$ cat config.mk
export PLATFORM = sky130hd
export DESIGN_NAME = epba_cell
export DESIGN_NICKNAME = d
export VERILOG_FILES = /design/src/epba_pkg.sv /design/src/epba_cell.sv
export SDC_FILE = /design/constraint.sdc
export NUM_CORES = 1
export LEC_CHECK = 0
export BUFFER_PORTS_ARGS = -buffer_cell sky130_fd_sc_hd__buf_2
export CAP_MARGIN = 5
export CORE_MARGIN = 3
export CORE_UTILIZATION = 25
export DETAILED_ROUTE_END_ITERATION = 6
export GPL_TIMING_DRIVEN = 0
export PLACE_DENSITY = 0.5
export REMOVE_ABC_BUFFERS = 1
export SLEW_MARGIN = 10
export SYNTH_ARGS = -nofsm -noshare
export SYNTH_HDL_FRONTEND = slang
export SYNTH_SLANG_ARGS = --single-unit
$ cat constraint.sdc
create_clock -name clk -period 3.95 [get_ports clk]
set_input_delay 0.395 -clock clk [delete_from_list [all_inputs] [get_ports clk]]
set_output_delay 0.395 -clock clk [all_outputs]
set_load 0.02 [all_outputs]
$ cat src/epba_pkg.sv
`timescale 1ns / 1ps
package epba_pkg;

  // edge kinds
  localparam logic [1:0] KIND_REG = 2'd0;
  localparam logic [1:0] KIND_DMU = 2'd1;
  localparam logic [1:0] KIND_DTH = 2'd2;
  localparam logic [1:0] KIND_BAD = 2'd3;

  // phase constants, Q4.28
  localparam logic signed [32:0] PH_PI      = 33'sd843314857;
  localparam logic signed [32:0] PH_TWO_PI  = 33'sd1686629713;
  localparam logic signed [32:0] PH_HALF_PI = 33'sd421657428;

  localparam int CORDIC_STEPS = 30;
  localparam logic signed [32:0] CORDIC_GAIN = 33'sd652032874;

  localparam logic [31:0] ATAN_TAB [CORDIC_STEPS] = '{
    32'd843314857, 32'd497837829, 32'd263043837, 32'd133525159, 32'd67021687,
    32'd33543516, 32'd16775851, 32'd8388437, 32'd4194283, 32'd2097149,
    32'd1048576, 32'd524288, 32'd262144, 32'd131072, 32'd65536, 32'd32768,
    32'd16384, 32'd8192, 32'd4096, 32'd2048, 32'd1024, 32'd512, 32'd256,
    32'd128, 32'd64, 32'd32, 32'd16, 32'd8, 32'd4, 32'd2
  };

  localparam int MAG_W = 62;
  localparam logic [63:0] MAG_LIM = 64'h3FFF_FFFF_FFFF_FFFF;

  typedef struct packed {
    logic signed [32:0] x;
    logic signed [32:0] y;
    logic signed [31:0] z;
    logic               flip;
  } cordic_t;

  typedef struct packed {
    logic [1:0]         kind;
    logic               m_neg;
    logic [MAG_W-1:0]   m_mag;
    logic signed [31:0] diag;
  } side_t;

endpackage

$ cat src/epba_cell.sv
`timescale 1ns / 1ps
module epba_cell #(
  parameter int STEP = 0,
  parameter int NW = 40
) (
  input  logic              clk,
  input  logic              rst,
  input  logic              en,
  input  logic              vld_in,
  input  epba_pkg::cordic_t st_in,
  input  epba_pkg::side_t   side_in,
  input  logic [NW-1:0]     nodes_in,
  output logic              vld_out,
  output epba_pkg::cordic_t st_out,
  output epba_pkg::side_t   side_out,
  output logic [NW-1:0]     nodes_out
);
  import epba_pkg::*;

  logic signed [32:0] xs, ys;
  logic signed [31:0] ang;

  assign xs  = st_in.x >>> STEP;
  assign ys  = st_in.y >>> STEP;
  assign ang = $signed(ATAN_TAB[STEP]);

  always_ff @(posedge clk) begin
    if (rst) begin
      vld_out <= 1'b0;
    end else if (en) begin
      vld_out <= vld_in;
    end
  end

  always_ff @(posedge clk) begin
    if (en) begin
      // rotate toward zero residual angle
      if (st_in.z >= 0) begin
        st_out.x <= st_in.x - ys;
        st_out.y <= st_in.y + xs;
        st_out.z <= st_in.z - ang;
      end else begin
        st_out.x <= st_in.x + ys;
        st_out.y <= st_in.y - xs;
        st_out.z <= st_in.z + ang;
      end
      st_out.flip <= st_in.flip;
      side_out    <= side_in;
      nodes_out   <= nodes_in;
    end
  end

endmodule

==> summary.json, run 1 <==
{
  "outcome": {
    "result_of_the_run": "finished, final reports clean"
  },
  "route": {
    "wl_per_cell_um": 19.4,
    "detail_route.drc_violations": 0,
    "detail-route-antenna-nets": 0,
    "dr_total_vias": 12200,
    "drt-total-wl_um": 49900,
    "avgViaCountPerCell": 4.76,
    "dr.pass1.iters": 5,
    "initialDrtViolationCount": 636
  },
  "yosys": {
    "synth_compound_area_share_pct": 18.5,
    "synthMuxAreaShare_pct": 1.05,
    "postSynth.topFlopCell": "sky130_fd_sc_hd__edfxtp_1",
    "syn-mean-instance-area_um2": 10.8,
    "synth_seq_area_share_pct": 49.3,
    "netlist-cell-type-count": 81,
    "synth_top_family_by_area": "compound AO/OA/AOI/OAI gates",
    "netlist_instances": 1333,
    "yosys.area_share.xor_xnor_pct": 5.31,
    "share_of_synthesized_cell_area_in_and_or_nand_and_nor_gates_pct": 9.80,
    "ys.warnings.count": 0,
    "flops_latches_synth": 236,
    "netlist_area_um2": 14400,
    "count_of_flip_flops_with_a_built_in_enable_after_synthesis": 235,
    "synth-adder-area-share_pct": 11.5,
    "synth-async-reset-ratio_pct": 0
  },
  "pwr": {
    "p_int_mw": 5.16,
    "combPwrFrac_pct": 28.7,
    "power_share_of_the_sequential_group_pct": 42.1,
    "cellLeakagePower_nw": 7.99,
    "net-switching-power_mw": 2.47,
    "net_sw_share_pct": 32.3,
    "power.share.clock_pct": 29.3,
    "ratio_of_total_power_to_cell_area_nw_per_um2": 415,
    "ir_worst_vdd_v": 0.000246
  },
  "sta": {
    "slew_violations": 0,
    "fin_tns_setup_ns": 0,
    "post_route_setup_slack_ns": 0.222,
    "clock_skew_ns": 0,
    "worst_tran_pin_value_ns": 0.894,
    "worst_slew_margin_rel_pct": 39.6,
    "total_of_endpoints_with_negative_setup_slack_in_the_final_report": 0,
    "rsz0062_at_grt": "no",
    "fmax_ghz": 0.268,
    "timing_hold_violations_final": 0,
    "layout_min_cycle_time_ns": 3.73,
    "final_min_period_over_clock_period_pct": 94.4
  },
  "clock_network": {
    "cts_tree": "built",
    "insertion_delay_ns": 0.52,
    "htreeDepth": 1,
    "tritoncts.num_buffers": 25,
    "cts_root_buffer": "sky130_fd_sc_hd__clkbuf_16",
    "clock_sink_count": 236,
    "cts_max_path_buffers": 3,
    "clk_pin_slew_ns": 0.06
  },
  "run": {
    "cap_viol_max_count": 0
  },
  "critical_path": {
    "worstPathArrival_ns": 3.99,
    "slowest_stage": "sky130_fd_sc_hd__ha_1",
    "worst-path-buf-inv": 3,
    "critical_path.top_delay_family": "compound AO/OA/AOI/OAI gates",
    "ff2ff_setup_slack_ns": 3.34,
    "crit_path_start_kind": "primary input",
    "worst-path-max-fanout": 39,
    "setup.worst_path.end": "st_out[31]",
    "setup.worst_path.class": "in -> reg",
    "cp_cell_sequence": "buf_4 > buf_16 > inv_2 > ha_1 > nor2b_1 > o31ai_1 > a32o_1 > o21a_1 > a21oi_1 > and4_1 > o21ai_1 > o21ai_0 > xor2_1",
    "critical_path.startpoint": "st_in[32]",
    "worstReg2RegStart": "vld_out",
    "r2r-end": "vld_out",
    "crit_cells": 13,
    "cp_slowest_stage_delay_ns": 0.39,
    "worst-r2r-cell-count": 2,
    "critPathCaptureType": "register",
    "worst_ep_required_time_ns": 4.21
  },
  "floorplanning": {
    "core_area_um2": 56600,
    "die_h_um": 246,
    "fp.dieArea_um2": 60300,
    "starting_density_of_the_core_pct": 25.4,
    "die-width_um": 246,
    "rows": 87,
    "io-pin-count": 477
  },
  "grt": {
    "maximum_number_of_pins_on_one_net_before_global_route_repair": 86,
    "number_of_global_route_vias_before_repair": 12100,
    "gr-total-overflow": 0,
    "grt_use_total_pct": 15.5,
    "grt_antenna_before_repair": 7,
    "grt_pass1_wl_um": 72400
  },
  "cells_and_area": {
    "layout.nets": 2161,
    "final_common_cell": "sky130_fd_sc_hd__buf_2",
    "finalCoreUtilization_pct": 32.5,
    "final_layout_size_suffix_gt1_share_pct": 30.1,
    "area_growth_pct": 28.1,
    "most-common-layout-cells": "sky130_fd_sc_hd__buf_2, sky130_fd_sc_hd__edfxtp_1, sky130_fd_sc_hd__a21oi_1"
  },
  "placed_design": {
    "hpwl_um": 40700,
    "placement.setup.worst_slack_ns": -0.849,
    "io_buffer_count": 476,
    "globalplace.congestion": 0.882
  },
  "worst_hold_path": {
    "hold_path.class": "in -> reg"
  }
}
-- synth_stat cells (all sizes together) (4+ instances only) --
cell type / count / area (um2)
or3: 6 / 37.5
inv: 114 / 428
a211oi: 17 / 128
o21bai: 16 / 120
and4: 5 / 43.8
o211ai: 8 / 60.1
ha: 126 / 1580
or2: 9 / 56.3
a21boi: 4 / 30.0
nor2: 96 / 360
nand2b: 9 / 56.3
o21a: 11 / 82.6
a21bo: 4 / 40.0
mux2i: 14 / 140
nand3: 15 / 75.1
o31ai: 9 / 67.6
o21ai: 93 / 465
nand2: 69 / 259
a2111oi: 6 / 77.6
and3: 5 / 32.5
edfxtp: 235 / 7060
o31a: 4 / 35.0
clkbuf: 33 / 124
a221oi: 9 / 85.1
a221o: 5 / 50.1
a21oi: 131 / 659
o221ai: 4 / 35.0
fa: 4 / 80.1
nor2b: 19 / 119
nor4: 12 / 75.1
o311ai: 6 / 52.6
a311oi: 5 / 43.8
and2: 5 / 33.8
a21o: 34 / 257
nor3: 25 / 125
or4: 4 / 30.0
a211o: 5 / 43.8
xor2: 22 / 193
xnor2: 65 / 569
a31oi: 4 / 25.0
nand4: 7 / 43.8
buf: 18 / 98.8
-- how the worst min path moves through the flow --
stage / startpoint / endpoint / slack [ns] / cells past startpoint
2_1_floorplan: rst / vld_out / 0.47 / 1
3_3_place_gp: vld_out / vld_out / 0.48 / 2
3_5_place_dp: vld_out / vld_out / 0.49 / 2
4_1_cts: nodes_in[17] / nodes_out[17] / 0.006 / 1
5_1_grt: side_in[34] / side_out[34] / 0.004 / 1
6_report: side_in[9] / side_out[9] / 0.04 / 1
-- kinds of logic after synthesis --
kind of cell,Yosys count
xor+xnor,87
flops,236
compound gates,406
simple gates,293
fa+ha+maj,130
mux,15
buf+inv,166
-- area by class of cell --
class | instances | area, um2
Sequential cell | 236 | 7080
Inverter | 115 | 432
Timing Repair Buffer | 482 | 2530
Multi-Input combinational cell | 931 | 6630
Fill cell | 5863 | 38200
Antenna cell | 3 | 7.51
Clock inverter | 15 | 124
Clock buffer | 28 | 637
Tap cell | 756 | 946
-- power groups by stage --
stage               clock [mW]  combinational (mW)  sequential (mW)
finish                    2.23                2.19             3.21
global route              2.42                2.37             3.24
CTS                       2.32                2.20             3.22
detailed placement           0                2.19             3.27
global placement             0                2.16             3.28
floorplan                    0               0.915             3.63
-- sequential cells by signal, indices dropped and copies added, names as in the netlist --
| signal | cells |
|---|---|
| side_out | 97 |
| vld_out | 1 |
| st_out | 98 |
| nodes_out | 40 |
-- per-stage QoR --
step	cell area [um2]	std cells	power [mW]	hold slack (ns)
floorplan	14100	1282	4.55	0.467
global placement	17500	2514	5.44	0.480
detailed placement	17600	2518	5.46	0.493
CTS	18400	2562	7.73	0.00616
global route	18400	2565	8.04	0.00424
finish	18400	2566	7.63	0.0418
-- metal layers --
metal  wire length, um  global-route usage [%]
met3              3350                    3.02
met2             25100                    28.0
met1             19700                    18.2
met5                15                       0
met4              1620                    5.33
-- repair_timing --
item	in CTS	in global routing
resized for setup	2	1
setup buffers	0	0
hold endpoints to repair	1	0
gates cloned	0	1
endpoints found under the setup margin	4	4
hold buffers	1	0
No activity file was read; power rests on OpenSTA's default activity.
==> inputs of run 2 (changes only) <==
CORE_ASPECT_RATIO = 2   (was default)
CTS_BUF_LIST = sky130_fd_sc_hd__clkbuf_16   (was default)
==> run 2 against run 1 <==
Net effect:
- worst hold slack better by 0.0020 ns
- sequential power about the same
- die area up 0.29%
- via count up 5.9%
- final cell count up 5.0%
- global-route usage up 2.4 points
- first-iteration DRC count up 6.3%
- utilization up 2.4 points
- critical endpoint is now st_out[56]
- non-clock buffer count up 134
==> summary.json, run 2 (same netlist as run 1, synthesis figures left out) <==
{
  "outcome": {
    "result_of_the_run": "finished, final reports clean"
  },
  "route": {
    "dr_total_vias": 12900,
    "detail_route.drc_violations": 0,
    "wl_per_cell_um": 21.2,
    "detail-route-antenna-nets": 0,
    "initialDrtViolationCount": 676,
    "drt-total-wl_um": 57100,
    "dr.pass1.iters": 6,
    "avgViaCountPerCell": 4.80
  },
  "floorplanning": {
    "rows": 123,
    "starting_density_of_the_core_pct": 25.4,
    "die-width_um": 175,
    "core_area_um2": 56500,
    "fp.dieArea_um2": 60500,
    "die_h_um": 345,
    "io-pin-count": 477
  },
  "pwr": {
    "totalPowerFinal_mw": 7.87,
    "ratio_of_total_power_to_cell_area_nw_per_um2": 399,
    "ir_worst_vdd_v": 0.000340,
    "cellLeakagePower_nw": 8.54
  },
  "placed_design": {
    "hpwl_um": 44700,
    "globalplace.congestion": 0.928,
    "io_buffer_count": 476,
    "placedInstanceArea_um2": 17600,
    "placement.setup.worst_slack_ns": -0.314,
    "placed_cells": 2512
  },
  "critical_path": {
    "worst_path_most_repeated_cell": "sky130_fd_sc_hd__o21ai_0",
    "cp_cell_sequence": "buf_2 > inv_1 > ha_1 > and2_4 > a221o_1 > a221oi_2 > a21oi_2 > a211oi_1 > nor3_1 > o21ai_0 > o21ai_0 > xnor2_1",
    "critPathCaptureType": "register",
    "cp_slowest_stage_delay_ns": 0.96,
    "worst-path-max-fanout": 9,
    "slowest_stage": "sky130_fd_sc_hd__a211oi_1",
    "crit_path_start_kind": "primary input",
    "setup.worst_path.class": "in -> reg",
    "worstPathArrival_ns": 3.98,
    "ff2ff_setup_slack_ns": 3.37,
    "worst_ep_required_time_ns": 4.27
  },
  "cells_and_area": {
    "area_growth_pct": 37.4,
    "finalCoreUtilization_pct": 34.9,
    "area_of_all_placed_cells_without_fillers_um2": 19700,
    "largest_register_ff_count": 98,
    "final_layout_size_suffix_gt1_share_pct": 28.2,
    "layoutNonFillerInstCount": 2695,
    "top_regs": "st_out: 98 flops, side_out: 97 flops, nodes_out: 40 flops",
    "most-common-layout-cells": "sky130_fd_sc_hd__buf_2, sky130_fd_sc_hd__edfxtp_1, sky130_fd_sc_hd__dlygate4sd3_1",
    "layout.nets": 2295,
    "regMostFlops": "st_out",
    "final_common_cell": "sky130_fd_sc_hd__buf_2"
  },
  "clock_network": {
    "clock_sink_count": 236,
    "tritoncts.num_buffers": 25,
    "insertion_delay_ns": 0.57,
    "post-cts-setup-buffers": 0,
    "cts_tree": "built",
    "cts_root_buffer": "sky130_fd_sc_hd__clkbuf_16",
    "cts.repair.resized": 0,
    "cts_max_path_buffers": 3,
    "htreeDepth": 1,
    "clk_pin_slew_ns": 0.07
  },
  "sta": {
    "worst_slew_margin_rel_pct": 26.8,
    "fmax_ghz": 0.273,
    "layout_min_cycle_time_ns": 3.67,
    "worst_tran_pin_value_ns": 1.09,
    "clock_skew_ns": 0,
    "final_min_period_over_clock_period_pct": 92.9,
    "fin_hold_ws_ns": 0.0438,
    "slew_violations": 0,
    "rsz0062_at_grt": "no",
    "total_of_endpoints_with_negative_setup_slack_in_the_final_report": 0,
    "timing_hold_violations_final": 0,
    "fin_tns_setup_ns": 0,
    "post_route_setup_slack_ns": 0.281
  },
  "grt": {
    "maximum_number_of_pins_on_one_net_before_global_route_repair": 113,
    "gr-total-overflow": 0,
    "grt_use_total_pct": 17.9,
    "number_of_global_route_vias_before_repair": 13200,
    "grt_antenna_before_repair": 17,
    "grt_pass1_wl_um": 81500
  },
  "run": {
    "cap_viol_max_count": 0
  },
  "worst_hold_path": {
    "hold_path.class": "in -> reg"
  }
}
run 2: worst max-delay path: cells and delay by family:
kind	cells	cell delay, ns
AOI/OAI and AO/OA	6	2.50
xor gates and xnor gates	1	0.16
adders and majority gates	1	0.43
and+or+nand+nor	2	0.31
buffers and inverters	2	0.17
run 2: where the power goes:
part | switching [mW] | total (mW) | internal (mW) | leakage (nW)
logic | 1.49 | 2.33 | 0.841 | 5.85
clock network | 1.13 | 2.32 | 1.19 | 0.373
registers | 0.0924 | 3.22 | 3.12 | 2.31
total | 2.72 | 7.87 | 5.16 | 8.54
run 2: what timing repair did:
item / in CTS / in global routing
setup endpoints to repair: 0 / 0
hold buffers: 136 / 0
endpoints found under the hold margin: 136 / 0
run 2: final cells by class:
cell class / instances / area (um2)
flip-flops and latches: 236 / 7080
well taps: 750 / 938
clock inverters: 17 / 151
fillers: 5684 / 36800
inverters: 115 / 432
multi-input cells: 931 / 6630
diodes: 5 / 12.5
repair buffers: 616 / 3860
clock buffers: 25 / 626
run 2: worst paths after layout:
path,startpoint,to,depth (start not counted)
worst max-delay path,st_in[38],st_out[56],12
worst min-delay path,nodes_in[1],nodes_out[1],1
worst max register to register,vld_out,vld_out,2
worst min register to register,vld_out,vld_out,2
run 2: per-layer routing:
metal	GRT usage [%]	share of wire [%]
met5	0	0.21
met1	16.7	33
met4	10.5	6.4
met3	4.88	8.2
met2	34.3	52
==> inputs of run 3 (changes only) <==
BUFFER_PORTS_ARGS = -buffer_cell sky130_fd_sc_hd__buf_4   (was -buffer_cell sky130_fd_sc_hd__buf_2)
==> run 3 against run 2 <==
Net effect:
- total power is 5.8% higher
- first-iteration DRC count up 9.3%
- setup slack got worse by 0.13 ns
- final cell count about the same
- utilization rose by 2.2 points
- clock power increased by 9.1%
- non-clock buffer count unchanged
- sequential share of layout area shrank 2.2 points
- critical path type unchanged
==> summary.json, run 3 (same netlist as run 1, synthesis figures left out) <==
{
  "outcome": {
    "result_of_the_run": "finished, final reports clean"
  },
  "placed_design": {
    "placed_cells": 2511,
    "placedInstanceArea_um2": 18700,
    "placement.setup.worst_slack_ns": -1.08,
    "io_buffer_count": 476,
    "hpwl_um": 46100,
    "globalplace.congestion": 0.933
  },
  "grt": {
    "maximum_number_of_pins_on_one_net_before_global_route_repair": 105,
    "number_of_global_route_vias_before_repair": 12900,
    "grt_use_total_pct": 18.3,
    "grt_pass1_wl_um": 82800,
    "grt_antenna_before_repair": 4,
    "gr-total-overflow": 0
  },
  "floorplanning": {
    "core_area_um2": 56500,
    "die_h_um": 345,
    "rows": 123,
    "io-pin-count": 477,
    "fp.dieArea_um2": 60500,
    "starting_density_of_the_core_pct": 25.4,
    "die-width_um": 175
  },
  "clock_network": {
    "tritoncts.num_buffers": 25,
    "cts_tree": "built",
    "insertion_delay_ns": 0.56,
    "clock_sink_count": 236,
    "cts_max_path_buffers": 3,
    "clk_pin_slew_ns": 0.08,
    "htreeDepth": 1,
    "post-cts-setup-buffers": 0,
    "cts_root_buffer": "sky130_fd_sc_hd__clkbuf_16"
  },
  "critical_path": {
    "cp_slowest_stage_delay_ns": 1.04,
    "critPathCaptureType": "register",
    "worst_ep_required_time_ns": 4.28,
    "slowest_stage": "sky130_fd_sc_hd__a211oi_1",
    "cp_cell_sequence": "buf_4 > inv_1 > ha_1 > and2_4 > a221o_1 > a221oi_2 > a21oi_2 > a211oi_1 > nor3_1 > o21ai_0 > o21ai_0 > xnor2_1",
    "critical_path.startpoint": "st_in[38]",
    "critical_path.top_delay_family": "compound AO/OA/AOI/OAI gates",
    "worst_path_most_repeated_cell": "sky130_fd_sc_hd__o21ai_0",
    "worst-path-buf-inv": 2,
    "worstPathArrival_ns": 4.13,
    "crit_path_start_kind": "primary input",
    "setup.worst_path.class": "in -> reg",
    "worstReg2RegStart": "vld_out",
    "worst-path-max-fanout": 9
  },
  "route": {
    "avgViaCountPerCell": 4.76,
    "detail-route-antenna-nets": 0,
    "detail_route.drc_violations": 0,
    "wl_per_cell_um": 21.8,
    "initialDrtViolationCount": 739,
    "drt-total-wl_um": 58800,
    "dr.pass1.iters": 5,
    "dr_total_vias": 12800
  },
  "sta": {
    "post_route_setup_slack_ns": 0.155,
    "layout_min_cycle_time_ns": 3.80,
    "total_of_endpoints_with_negative_setup_slack_in_the_final_report": 0,
    "worst_slew_margin_rel_pct": 19.8,
    "fmax_ghz": 0.263,
    "worst_tran_pin_value_ns": 1.20,
    "slew_violations": 0,
    "clock_skew_ns": 0,
    "timing_hold_violations_final": 0,
    "rsz0062_at_grt": "no",
    "final_min_period_over_clock_period_pct": 96.1,
    "fin_hold_ws_ns": 0.0489
  },
  "cells_and_area": {
    "top_regs": "st_out: 98 flops, side_out: 97 flops, nodes_out: 40 flops",
    "area_growth_pct": 46.1,
    "final_common_cell": "sky130_fd_sc_hd__buf_4",
    "layout.nets": 2295,
    "most-common-layout-cells": "sky130_fd_sc_hd__buf_4, sky130_fd_sc_hd__edfxtp_1, sky130_fd_sc_hd__dlygate4sd3_1",
    "area_of_all_placed_cells_without_fillers_um2": 21000,
    "fillerInstances": 5495,
    "register_area_um2": 7080,
    "combined_area_of_the_multi_input_logic_cells_um2": 6640,
    "finalCoreUtilization_pct": 37.2,
    "layoutNonFillerInstCount": 2696,
    "final_layout_size_suffix_gt1_share_pct": 28.2,
    "regMostFlops": "st_out",
    "largest_register_ff_count": 98
  },
  "run": {
    "cap_viol_max_count": 0
  },
  "pwr": {
    "ratio_of_total_power_to_cell_area_nw_per_um2": 397,
    "cellLeakagePower_nw": 9.02,
    "ir_worst_vdd_v": 0.000304
  },
  "worst_hold_path": {
    "hold_path.class": "in -> reg",
    "timing.hold.worst.start": "side_in[47]"
  }
}
[run 3: changes by cell type in the layout (fill, tap and decap cells not counted), sizes merged]
cell and change:
buf -1, bufinv +4, clkinvlp -3, diode -3, dlygate4sd3 +1, inv +3
[run 3: cell type report]
cell class,instances,area share [%]
diodes,2,0.0238
clock buffers,25,2.98
clock inverters,21,1.11
inverters,115,2.06
multi-input cells,931,31.6
flip-flops and latches,236,33.7
well taps,750,4.47
repair buffers,616,24.0
[run 3: per-stage QoR]
stage,total power [mW],setup TNS (ns)
floorplan,4.55,0
global route,8.72,0
global placement,5.73,-47.95
CTS,8.47,0
detailed placement,5.74,-13.27
finish,8.33,0
[run 3: worst paths after layout]
check,end,slack [ns],cells past startpoint
worst min register to register,vld_out,0.51,2
worst max-delay path,st_out[56],0.15,12
worst max register to register,vld_out,3.36,2
worst min-delay path,side_out[47],0.05,1
[run 3: routing by layer]
metal	up-vias	part of all wire [%]	track usage [%]
met1	5986	32	17.0
met3	119	8.9	5.24
li1	6090	-	-
met2	634	54	36.1
met4	4	5.0	8.60
met5	-	0.046	0
[run 3: power by group]
group          switching [mW]  internal (mW)  total [mW]
logic                    1.51           1.06        2.57
clock network            1.09           1.44        2.53
registers               0.100           3.13        3.23
[run 3: worst reg2reg max path: stages (launching register included)]
cell and delay, ns:
sky130_fd_sc_hd__dfxtp_1 0.31, sky130_fd_sc_hd__mux2i_1 0.12, sky130_fd_sc_hd__nor2_1 0.05
[run 3: timing repair]
action | in CTS | in global routing
hold buffers | 137 | 0
resized for setup | 2 | 2
hold endpoints to repair | 137 | 0
setup endpoints to repair | 9 | 5
